## src/hdl/hfla_pkg.sv

```systemverilog
`timescale 1ns / 1ps
`default_nettype none

package hfla_pkg;

    // Fixed field widths of the request and response transactions.
    localparam int unsigned ACTION_W = 2;
    localparam int unsigned HANDLE_W = 16;
    localparam int unsigned COUNT_W  = 7;

    // Default pool geometry: 64 handles starting at 0xCE41.
    localparam int unsigned DEF_HANDLE_COUNT = 64;
    localparam int unsigned DEF_HANDLE_BASE  = 32'hCE41;

    // The unused code 3 is served as a check by the default arms.
    typedef enum logic [ACTION_W-1:0] {
        ACT_ALLOC = 2'd0,
        ACT_FREE  = 2'd1,
        ACT_CHECK = 2'd2
    } t_action;

    typedef enum logic [1:0] {
        STAT_OK      = 2'd0,
        STAT_INVALID = 2'd1,
        STAT_EMPTY   = 2'd2
    } t_status;

    typedef enum logic [1:0] {
        S_CLEAR,
        S_IDLE,
        S_LOOK,
        S_APPLY
    } t_state;

    // Commands from the controller to the datapath.
    typedef struct packed {
        logic clear;  // clear one in-use bit per cycle
        logic load;   // capture the request
        logic look;   // read the spare queue and the in-use map
        logic apply;  // update state and load the response register
    } t_dp_cmd;

    // Status from the datapath to the controller.
    typedef struct packed {
        logic clear_last;
    } t_dp_sts;

endpackage

`default_nettype wire

```

## src/hdl/hfla_req_if.sv

```systemverilog
`timescale 1ns / 1ps
`default_nettype none

interface hfla_req_if
    import hfla_pkg::*;
();
    logic                valid;
    logic                ready;
    t_action             action;
    logic [HANDLE_W-1:0] handle_in;

    modport source (output valid, output action, output handle_in, input ready);
    modport sink   (input valid, input action, input handle_in, output ready);
endinterface

interface hfla_rsp_if
    import hfla_pkg::*;
();
    logic                valid;
    logic                ready;
    t_status             status;
    logic [HANDLE_W-1:0] handle_out;
    logic [COUNT_W-1:0]  free_count;

    modport source (output valid, output status, output handle_out, output free_count,
                    input ready);
    modport sink   (input valid, input status, input handle_out, input free_count,
                    output ready);
endinterface

`default_nettype wire

```

## src/hdl/hfla_datapath.sv

```systemverilog
`timescale 1ns / 1ps
`default_nettype none

module hfla_datapath
    import hfla_pkg::*;
#(
    parameter int unsigned HANDLE_COUNT = DEF_HANDLE_COUNT,
    parameter int unsigned HANDLE_BASE  = DEF_HANDLE_BASE
) (
    input  wire logic                i_clk,
    input  wire logic                i_rst_n,
    input  wire t_dp_cmd             i_cmd,
    output t_dp_sts                  o_sts,
    input  wire t_action             i_action,
    input  wire logic [HANDLE_W-1:0] i_handle_in,
    output t_status                  o_status,
    output logic [HANDLE_W-1:0]      o_handle_out,
    output logic [COUNT_W-1:0]       o_free_count
);

    localparam int unsigned IW = (HANDLE_COUNT > 1) ? $clog2(HANDLE_COUNT) : 1;
    localparam int unsigned TW = $clog2(HANDLE_COUNT + 1);
    localparam logic [IW-1:0] LAST_SLOT = IW'(HANDLE_COUNT - 1);
    localparam logic [TW-1:0] FULL_CNT  = TW'(HANDLE_COUNT);

    // Memories: spare queue of handle indices and the in-use map.
    logic [IW-1:0] r_queue [0:HANDLE_COUNT-1];
    logic          r_map   [0:HANDLE_COUNT-1];

    // Control state.
    logic [IW-1:0] r_head, n_head;
    logic [IW-1:0] r_tail, n_tail;
    logic [TW-1:0] r_total, n_total;
    logic          r_wrapped, n_wrapped;
    logic [IW-1:0] r_clr_ptr, n_clr_ptr;

    // Request and lookup registers.
    t_action             r_action;
    logic [HANDLE_W-1:0] r_handle;
    logic [IW-1:0]       r_idx;
    logic                r_in_range;
    logic [IW-1:0]       r_qdata;
    logic                r_qwritten;
    logic                r_map_bit;

    // Response registers.
    t_status             r_status;
    logic [HANDLE_W-1:0] r_hout;
    logic [COUNT_W-1:0]  r_free_count;

    logic [HANDLE_W:0]   diff;
    logic                in_range;
    logic [IW-1:0]       pop_idx;
    t_status             n_status;
    logic [HANDLE_W-1:0] n_hout;
    logic                map_we;
    logic [IW-1:0]       map_wa;
    logic                map_wd;
    logic                q_we;

    // Range test of the captured handle against the pool window.
    assign diff     = {1'b0, r_handle} - (HANDLE_W + 1)'(HANDLE_BASE);
    assign in_range = !diff[HANDLE_W] && (diff[HANDLE_W-1:0] < HANDLE_W'(HANDLE_COUNT));

    // A queue slot that was never pushed reads back as its own index.
    assign pop_idx = r_qwritten ? r_qdata : r_head;

    always_comb begin
        n_head    = r_head;
        n_tail    = r_tail;
        n_total   = r_total;
        n_wrapped = r_wrapped;
        n_clr_ptr = r_clr_ptr;
        n_status  = STAT_OK;
        n_hout    = '0;
        map_we    = 1'b0;
        map_wa    = r_clr_ptr;
        map_wd    = 1'b0;
        q_we      = 1'b0;

        if (i_cmd.clear) begin
            map_we = 1'b1;
            if (r_clr_ptr != LAST_SLOT) begin
                n_clr_ptr = r_clr_ptr + 1'b1;
            end
        end else if (i_cmd.apply) begin
            case (r_action)
                ACT_ALLOC: begin
                    if (r_total == '0) begin
                        n_status = STAT_EMPTY;
                    end else begin
                        n_head  = (r_head == LAST_SLOT) ? '0 : r_head + 1'b1;
                        n_total = r_total - 1'b1;
                        map_we  = 1'b1;
                        map_wa  = pop_idx;
                        map_wd  = 1'b1;
                        n_hout  = HANDLE_W'(HANDLE_BASE) + HANDLE_W'(pop_idx);
                    end
                end
                ACT_FREE: begin
                    if (!r_in_range || !r_map_bit || r_total >= FULL_CNT) begin
                        n_status = STAT_INVALID;
                    end else begin
                        map_we  = 1'b1;
                        map_wa  = r_idx;
                        q_we    = 1'b1;
                        n_total = r_total + 1'b1;
                        if (r_tail == LAST_SLOT) begin
                            n_tail    = '0;
                            n_wrapped = 1'b1;
                        end else begin
                            n_tail = r_tail + 1'b1;
                        end
                    end
                end
                default: begin
                    if (!r_in_range || !r_map_bit) begin
                        n_status = STAT_INVALID;
                    end
                end
            endcase
        end
    end

    always_ff @(posedge i_clk) begin
        if (!i_rst_n) begin
            r_head    <= '0;
            r_tail    <= '0;
            r_total   <= FULL_CNT;
            r_wrapped <= 1'b0;
            r_clr_ptr <= '0;
        end else begin
            r_head    <= n_head;
            r_tail    <= n_tail;
            r_total   <= n_total;
            r_wrapped <= n_wrapped;
            r_clr_ptr <= n_clr_ptr;
        end
    end

    always_ff @(posedge i_clk) begin
        if (i_cmd.load) begin
            r_action <= i_action;
            r_handle <= i_handle_in;
        end
        if (i_cmd.look) begin
            r_idx      <= diff[IW-1:0];
            r_in_range <= in_range;
            r_map_bit  <= r_map[diff[IW-1:0]];
            r_qdata    <= r_queue[r_head];
            r_qwritten <= r_wrapped || (r_head < r_tail);
        end
        if (i_cmd.apply) begin
            r_status     <= n_status;
            r_hout       <= n_hout;
            r_free_count <= COUNT_W'(n_total);
        end
    end

    always_ff @(posedge i_clk) begin
        if (map_we) begin
            r_map[map_wa] <= map_wd;
        end
        if (q_we) begin
            r_queue[r_tail] <= r_idx;
        end
    end

    assign o_sts.clear_last = (r_clr_ptr == LAST_SLOT);
    assign o_status         = r_status;
    assign o_handle_out     = r_hout;
    assign o_free_count     = r_free_count;

    // The spare count never exceeds the pool size.
    a_total_bound: assert property (@(posedge i_clk) disable iff (!i_rst_n)
        r_total <= FULL_CNT)
        else $error("spare count above pool size");

    // Head and tail meet only when the queue is empty or full.
    a_ptr_match: assert property (@(posedge i_clk) disable iff (!i_rst_n)
        (r_total != '0 && r_total != FULL_CNT) |-> (r_head != r_tail))
        else $error("queue pointers disagree with spare count");

    // A successful allocate lowers the spare count by one.
    a_alloc_count: assert property (@(posedge i_clk) disable iff (!i_rst_n)
        (i_cmd.apply && !i_cmd.clear && r_action == ACT_ALLOC && r_total != '0)
        |=> (r_total == $past(r_total) - 1'b1))
        else $error("allocate did not consume a spare handle");

endmodule

`default_nettype wire

```

## src/hdl/hfla_ctrl.sv

```systemverilog
`timescale 1ns / 1ps
`default_nettype none

module hfla_ctrl
    import hfla_pkg::*;
(
    input  wire logic    i_clk,
    input  wire logic    i_rst_n,
    input  wire logic    i_in_valid,
    output logic         o_in_ready,
    input  wire logic    i_out_ready,
    output logic         o_out_valid,
    input  wire t_dp_sts i_sts,
    output t_dp_cmd      o_cmd
);

    t_state r_state, n_state;
    logic   r_out_valid, n_out_valid;

    always_ff @(posedge i_clk) begin
        if (!i_rst_n) begin
            r_state     <= S_CLEAR;
            r_out_valid <= 1'b0;
        end else begin
            r_state     <= n_state;
            r_out_valid <= n_out_valid;
        end
    end

    always_comb begin
        n_state     = r_state;
        o_cmd       = '0;
        o_in_ready  = 1'b0;
        n_out_valid = r_out_valid && !i_out_ready;

        unique case (r_state)
            S_CLEAR: begin
                o_cmd.clear = 1'b1;
                if (i_sts.clear_last) begin
                    n_state = S_IDLE;
                end
            end
            S_IDLE: begin
                o_in_ready = 1'b1;
                if (i_in_valid) begin
                    o_cmd.load = 1'b1;
                    n_state    = S_LOOK;
                end
            end
            S_LOOK: begin
                o_cmd.look = 1'b1;
                n_state    = S_APPLY;
            end
            S_APPLY: begin
                if (!r_out_valid || i_out_ready) begin
                    o_cmd.apply = 1'b1;
                    n_out_valid = 1'b1;
                    n_state     = S_IDLE;
                end
            end
            default: begin
                n_state = S_CLEAR;
            end
        endcase
    end

    assign o_out_valid = r_out_valid;

    // A response appears only as the result of an update step.
    a_resp_source: assert property (@(posedge i_clk) disable iff (!i_rst_n)
        $rose(r_out_valid) |-> $past(r_state == S_APPLY))
        else $error("response raised outside of an update");

    // An update never overwrites a response that is still waiting.
    a_no_overwrite: assert property (@(posedge i_clk) disable iff (!i_rst_n)
        o_cmd.apply |-> (!r_out_valid || i_out_ready))
        else $error("response register overwritten");

endmodule

`default_nettype wire

```

## src/hdl/handle_free_list_allocator_core.sv

```systemverilog
`timescale 1ns / 1ps
`default_nettype none

// Channel   Dir  Payload                                   Transaction when
// i_req     in   action[1:0], handle_in[15:0]              valid && ready
// o_rsp     out  status[1:0], handle_out[15:0],            valid && ready
//                free_count[6:0]
//
// A request passes through capture, a lookup step that reads the spare
// queue and the in-use map (both registered-read memories), and an update
// step that writes them and loads the response register.
// After reset the in-use map is cleared one entry per cycle, with i_req.ready
// held low. The spare queue needs no clearing: slots not yet pushed since
// reset read back their own index.
// A new request is taken while a response still waits; the update step of
// that request holds until the response register has been emptied.

module handle_free_list_allocator_core
    import hfla_pkg::*;
#(
    parameter int unsigned HANDLE_COUNT = DEF_HANDLE_COUNT,
    parameter int unsigned HANDLE_BASE  = DEF_HANDLE_BASE
) (
    input  wire logic i_clk,
    input  wire logic i_rst_n,
    hfla_req_if.sink  i_req,
    hfla_rsp_if.source o_rsp
);

    t_dp_cmd cmd;
    t_dp_sts sts;

    // The controller sequences each transaction; the datapath owns all
    // storage and the response payload.
    hfla_ctrl u_ctrl (
        .i_clk       (i_clk),
        .i_rst_n     (i_rst_n),
        .i_in_valid  (i_req.valid),
        .o_in_ready  (i_req.ready),
        .i_out_ready (o_rsp.ready),
        .o_out_valid (o_rsp.valid),
        .i_sts       (sts),
        .o_cmd       (cmd)
    );

    hfla_datapath #(
        .HANDLE_COUNT (HANDLE_COUNT),
        .HANDLE_BASE  (HANDLE_BASE)
    ) u_datapath (
        .i_clk        (i_clk),
        .i_rst_n      (i_rst_n),
        .i_cmd        (cmd),
        .o_sts        (sts),
        .i_action     (i_req.action),
        .i_handle_in  (i_req.handle_in),
        .o_status     (o_rsp.status),
        .o_handle_out (o_rsp.handle_out),
        .o_free_count (o_rsp.free_count)
    );

endmodule

`default_nettype wire

```

## src/flat_wrapper.sv

```systemverilog
// flat-port wrapper written by rule: the top's interface ports become plain ports
module handle_free_list_allocator_core_flat import hfla_pkg::*;
#(
    parameter int unsigned HANDLE_COUNT = DEF_HANDLE_COUNT,
    parameter int unsigned HANDLE_BASE  = DEF_HANDLE_BASE
)
  (i_clk, i_rst_n, i_req_valid, i_req_action, i_req_handle_in, i_req_ready, o_rsp_valid, o_rsp_status, o_rsp_handle_out, o_rsp_free_count, o_rsp_ready);
  hfla_req_if i_req_i ();
  hfla_rsp_if o_rsp_i ();
  input  wire logic i_clk;
  input  wire logic i_rst_n;
  input wire logic [$bits(i_req_i.valid)-1:0] i_req_valid;
  input wire logic [$bits(i_req_i.action)-1:0] i_req_action;
  input wire logic [$bits(i_req_i.handle_in)-1:0] i_req_handle_in;
  output wire logic [$bits(i_req_i.ready)-1:0] i_req_ready;
  output wire logic [$bits(o_rsp_i.valid)-1:0] o_rsp_valid;
  output wire logic [$bits(o_rsp_i.status)-1:0] o_rsp_status;
  output wire logic [$bits(o_rsp_i.handle_out)-1:0] o_rsp_handle_out;
  output wire logic [$bits(o_rsp_i.free_count)-1:0] o_rsp_free_count;
  input wire logic [$bits(o_rsp_i.ready)-1:0] o_rsp_ready;
  assign i_req_i.valid = i_req_valid;
  assign i_req_i.action = i_req_action;
  assign i_req_i.handle_in = i_req_handle_in;
  assign i_req_ready = i_req_i.ready;
  assign o_rsp_valid = o_rsp_i.valid;
  assign o_rsp_status = o_rsp_i.status;
  assign o_rsp_handle_out = o_rsp_i.handle_out;
  assign o_rsp_free_count = o_rsp_i.free_count;
  assign o_rsp_i.ready = o_rsp_ready;
  handle_free_list_allocator_core #(.HANDLE_COUNT(HANDLE_COUNT), .HANDLE_BASE(HANDLE_BASE)) u_core (.i_clk(i_clk), .i_rst_n(i_rst_n), .i_req(i_req_i), .o_rsp(o_rsp_i));
endmodule
```

## config.mk

```make
export PLATFORM = sky130hd
export DESIGN_NAME = handle_free_list_allocator_core_flat
export DESIGN_NICKNAME = d
export VERILOG_FILES = /design/src/hdl/hfla_pkg.sv /design/src/hdl/hfla_req_if.sv /design/src/hdl/hfla_datapath.sv /design/src/hdl/hfla_ctrl.sv /design/src/hdl/handle_free_list_allocator_core.sv /design/src/flat_wrapper.sv
export SDC_FILE = /design/constraint.sdc
export NUM_CORES = 1
export LEC_CHECK = 0
export BUFFER_PORTS_ARGS = -buffer_cell sky130_fd_sc_hd__buf_2
export CAP_MARGIN = 15
export CORE_MARGIN = 3
export CORE_UTILIZATION = 65
export CTS_BUF_LIST = sky130_fd_sc_hd__clkbuf_4 sky130_fd_sc_hd__clkbuf_8
export CTS_CLUSTER_DIAMETER = 150
export DETAILED_ROUTE_END_ITERATION = 8
export PLACE_DENSITY_LB_ADDON = 0.08
export SLEW_MARGIN = 20
export SYNTH_ARGS = -nofsm -noshare
export SYNTH_HDL_FRONTEND = slang
export SYNTH_SLANG_ARGS = --single-unit
```

## constraint.sdc

```tcl
create_clock -name i_clk -period 8.1 [get_ports i_clk]
set_input_delay 1.62 -clock i_clk [delete_from_list [all_inputs] [get_ports i_clk]]
set_output_delay 1.62 -clock i_clk [all_outputs]
set_load 0.01 [all_outputs]
```

==> reports/results.tsv <==
stage	metric	value	unit
status	status	completed	
global_route	met1 Resource Use GR	35.5	%
critical_path	CP Launch Type	primary input	
critical_path	required time worst endpoint	8.39	ns
logic_synthesis	yosys warns	0	
logic_synthesis	Post-synth EDFFs	499	
global_route	largest net degree at the start of global routing	69	
cts	H-tree depth	3	
global_route	initial antenna violation count	0	
critical_path	Reg2Reg Setup Slack	4.34	ns
cts	Clk pin slew, worst setup/hold paths	0.06	ns
logic_synthesis	Mapped Area	21800	um^2
placement	hpwl dp	26.6	mm
critical_path	CP arrival	4.36	ns
placement	number of cells in the design after placement	1666	
power_and_ir_drop	Power Density	228	nW/um^2
logic_synthesis	Synth area leaders	edfxtp_1, mux4_2, nor2_1, dfxtp_1, ha_1	
timing	Slew Viols, Final	0	
power_and_ir_drop	Gate power share	5.3	%
logic_synthesis	Top FF cell, synth	edfxtp_1	
placement	Final GP Congestion	0.891	
floorplanning	Die X	189	um
layout	layout cell share with drive strength beyond 1	25.1	%
cts	Clock Tree Buf Depth	3	
critical_path	Worst Reg2Reg Path Length in Cells	8	
layout	nets	1346	
floorplanning	Core Area	32800	um^2
global_route	vias in the first global route	11400	
logic_synthesis	Cell variety after synth	66	
timing	setup violators final	0	
logic_synthesis	synthesized instance count	1224	
cts	cts hold-fix bufs	0	
critical_path	reg2reg start	u_core.u_ctrl.r_state[0]	
timing	final worst path period share	50.2	%
floorplanning	I/O pin total	49	
floorplanning	Starting Density	66.3	%
global_route	first-pass GRT wire length	67.1	mm
cts	CTS tree	yes	
logic_synthesis	area fraction of the dominant cell type after synthesis	68.9	%
power_and_ir_drop	clock power share	39.0	%
timing	setup skew after layout	0.0331	ns
cts	Clk Tree Root Cell	clkbuf_8	
timing	Fin Hold WS	0.474	ns
cts	clk_lat worst skew	0.62	ns
global_route	All-Layer GR Usage	25.2	%
critical_path	Crit Path Max Fanout	18	
power_and_ir_drop	Reg power frac	55.6	%
power_and_ir_drop	Pwr Total	5.47	mW
detailed_routing	wire per inst	24.0	um
job	max_cap viols	0	
timing	fin crit period	4.06	ns
layout	Layout area overhead	10.1	%
cts	Post-CTS Setup Inserts	0	
timing	RSZ-0062 raised after global routing	no	
logic_synthesis	Avg Inst Size Synth	17.8	um^2
detailed_routing	Detail Route Antenna Nets	0	
cts	Gates resized, CTS repair	0	
timing	Slew @ Worst Pin	1.05	ns
floorplanning	row count	66	
timing	fmax	0.246	GHz
layout	final non-filler cell total	1808	
critical_path	crit path kind	primary input to flip-flop	
power_and_ir_drop	P_leak	7.58	nW
layout	filler cell count	2016	
layout	Ant. Diodes	0	
power_and_ir_drop	switch share	21.5	%
logic_synthesis	Yosys top cell by area	edfxtp_1	
critical_path	critical path capture point type	flip-flop	
logic_synthesis	fraction of registers with async set/reset	0	%
global_route	global routing usage on met2	39.5	%
logic_synthesis	Yosys reg bits	528	
global_route	met3 usage	6.39	%
detailed_routing	Starting DRT DRC Count	1193	
power_and_ir_drop	Peak VDD IR	0.177	mV
floorplanning	Total Die Area	35700	um^2
detailed_routing	Pre-antenna DRT Iters	5	
detailed_routing	DRC Markers	0	
floorplanning	die height	189	um
detailed_routing	routed vias	11400	
detailed_routing	WL final	43.4	mm
timing	final hold violations	0	
global_route	aggregate global routing overflow	0	
timing	Max-slew headroom	29.3	%
global_route	busiest layer in global routing	met2	
cts	Sinks on Clock Net	528	
min_path	Hold WC Path Type	flip-flop to flip-flop	
critical_path	Worst Setup SP	o_rsp_ready	
power_and_ir_drop	Power Internal	4.29	mW
critical_path	Worst Setup EP	u_core.u_datapath.r_map[8]	
logic_synthesis	Seq/Total Area, Yosys	71.6	%
power_and_ir_drop	switching power	1.18	mW
critical_path	R2R Path End	u_core.u_datapath.r_map[8]	
detailed_routing	vias per inst	6.31	
cts	TritonCTS Buffers	81	
placement	Port Buffer Count	45	
timing	final setup TNS	0	ns
## worst min-delay path by stage
stage	start	endpoint	slack [ns]	depth (start not counted)
4_1_cts	u_core.u_datapath.r_wrapped	u_core.u_datapath.r_wrapped	0.48	1
2_1_floorplan	u_core.u_datapath.r_wrapped	u_core.u_datapath.r_wrapped	0.44	1
6_report	u_core.u_datapath.r_wrapped	u_core.u_datapath.r_wrapped	0.47	1
3_5_place_dp	u_core.u_datapath.r_wrapped	u_core.u_datapath.r_wrapped	0.47	1
5_1_grt	u_core.u_datapath.r_wrapped	u_core.u_datapath.r_wrapped	0.51	1
3_3_place_gp	u_core.u_datapath.r_wrapped	u_core.u_datapath.r_wrapped	0.46	1
## logic make-up after synthesis
kind of cell    Yosys count  share of synthesized area [%]
fa+ha+maj                17                          0.978
simple gates            316                           6.72
xor+xnor                 21                          0.846
other cells               1                         0.0172
mux                     151                           14.7
compound gates          105                           3.36
buf+inv                  85                           1.84
flops                   528                           71.6
## worst max-delay path, stage by stage
cell      delay (ns)
buf_2           0.08
nand2b_1        0.15
and4_1          0.61
nand3_1         0.42
a222oi_1        0.76
nand4_2         0.46
nor2_1          0.25
## routing by layer
metal  up-vias  routed length, um
li1       5041                  -
met1      5771              17400
met2       517              21000
met3        78               3710
met4         0               1170
met5         -                  0
## placed cells by master, fill, tap and decap left out, types with 6 or more instances in the layout
cell      Yosys  routed
a211oi_1     12      12
a22o_1        8       8
nor2_1      176     176
nor3_1       12      12
and3_1        8       8
nand2_1      33      33
ha_1         17      17
and2_1        8       8
nand3_1      22      22
dfxtp_1      29      26
edfxtp_1    499     499
nand2b_1      6       6
a221o_1       6       6
o21ai_0      18      18
or3_1         6       6
xnor2_1      13      13
inv_1        22      22
mux2i_1      13      13
a21oi_1      22      22
clkbuf_4      0      33
nor2b_1      15      15
xor2_1        8       8
clkbuf_8      0      88
buf_2        17      45
clkinv_2      0       8
clkinv_1      1      10
mux4_2      134     134
nand4_1       9       9
buf_4         8      14
## stage by stage
step | area, um^2 | setup slack [ns] | util (%)
3_5_place_dp | 22400 | 3.55 | 68.2
4_1_cts | 23900 | 4.18 | 73.0
3_3_place_gp | 22300 | 3.69 | 68.1
5_1_grt | 23900 | 3.91 | 73.0
2_1_floorplan | 21800 | 4.46 | -
6_report | 23900 | 4.04 | 73.0
## flip-flops by register name (all words and copies together), names as in the netlist, 7 cells and up
signal                          cells
u_core.u_datapath.r_handle         16
u_core.u_datapath.r_total           7
u_core.u_datapath.r_queue         384
u_core.u_datapath.o_free_count      7
u_core.u_datapath.r_map            64
u_core.u_datapath.o_handle_out      9
## Yosys cell counts, drive strengths merged (2+ instances only)
master   instances
nor2b           15
xnor2           13
nand2b           6
nor3            12
o21a             4
a22oi            5
a31oi            5
nand3b           3
o31ai            3
o2bb2ai          3
o21ai           22
mux2             4
or3b             2
a21oi           23
nand3           22
buf             33
inv             22
edfxtp         499
ha              17
and3             8
a211oi          12
mux2i           13
a221oi           2
nor2           176
xor2             8
a22o             8
dfxtp           29
or3              6
or2              4
mux4           134
nand2           33
nand4           10
a221o            6
clkbuf          29
nor3b            2
and2             8
nor4             3
a21o             2
## power by group through the flow
stage	registers [mW]	logic [mW]	clock network [mW]
finish	3.04	0.291	2.13
global route	3.04	0.316	2.31
CTS	3.04	0.291	2.18
detailed placement	3.10	0.290	0
global placement	3.10	0.274	0
floorplan	3.10	0.187	0
## area by class of cell
type / count / area (um^2) / area share, %
Clock buffer: 121 / 1460 / 6.09
Clock inverter: 21 / 128 / 0.533
Inverter: 23 / 86.3 / 0.361
Multi-Input combinational cell: 613 / 5790 / 24.2
Sequential cell: 528 / 15600 / 65.1
Tap cell: 442 / 553 / 2.31
Timing Repair Buffer: 60 / 345 / 1.44
(Power assumes the default switching activity.)
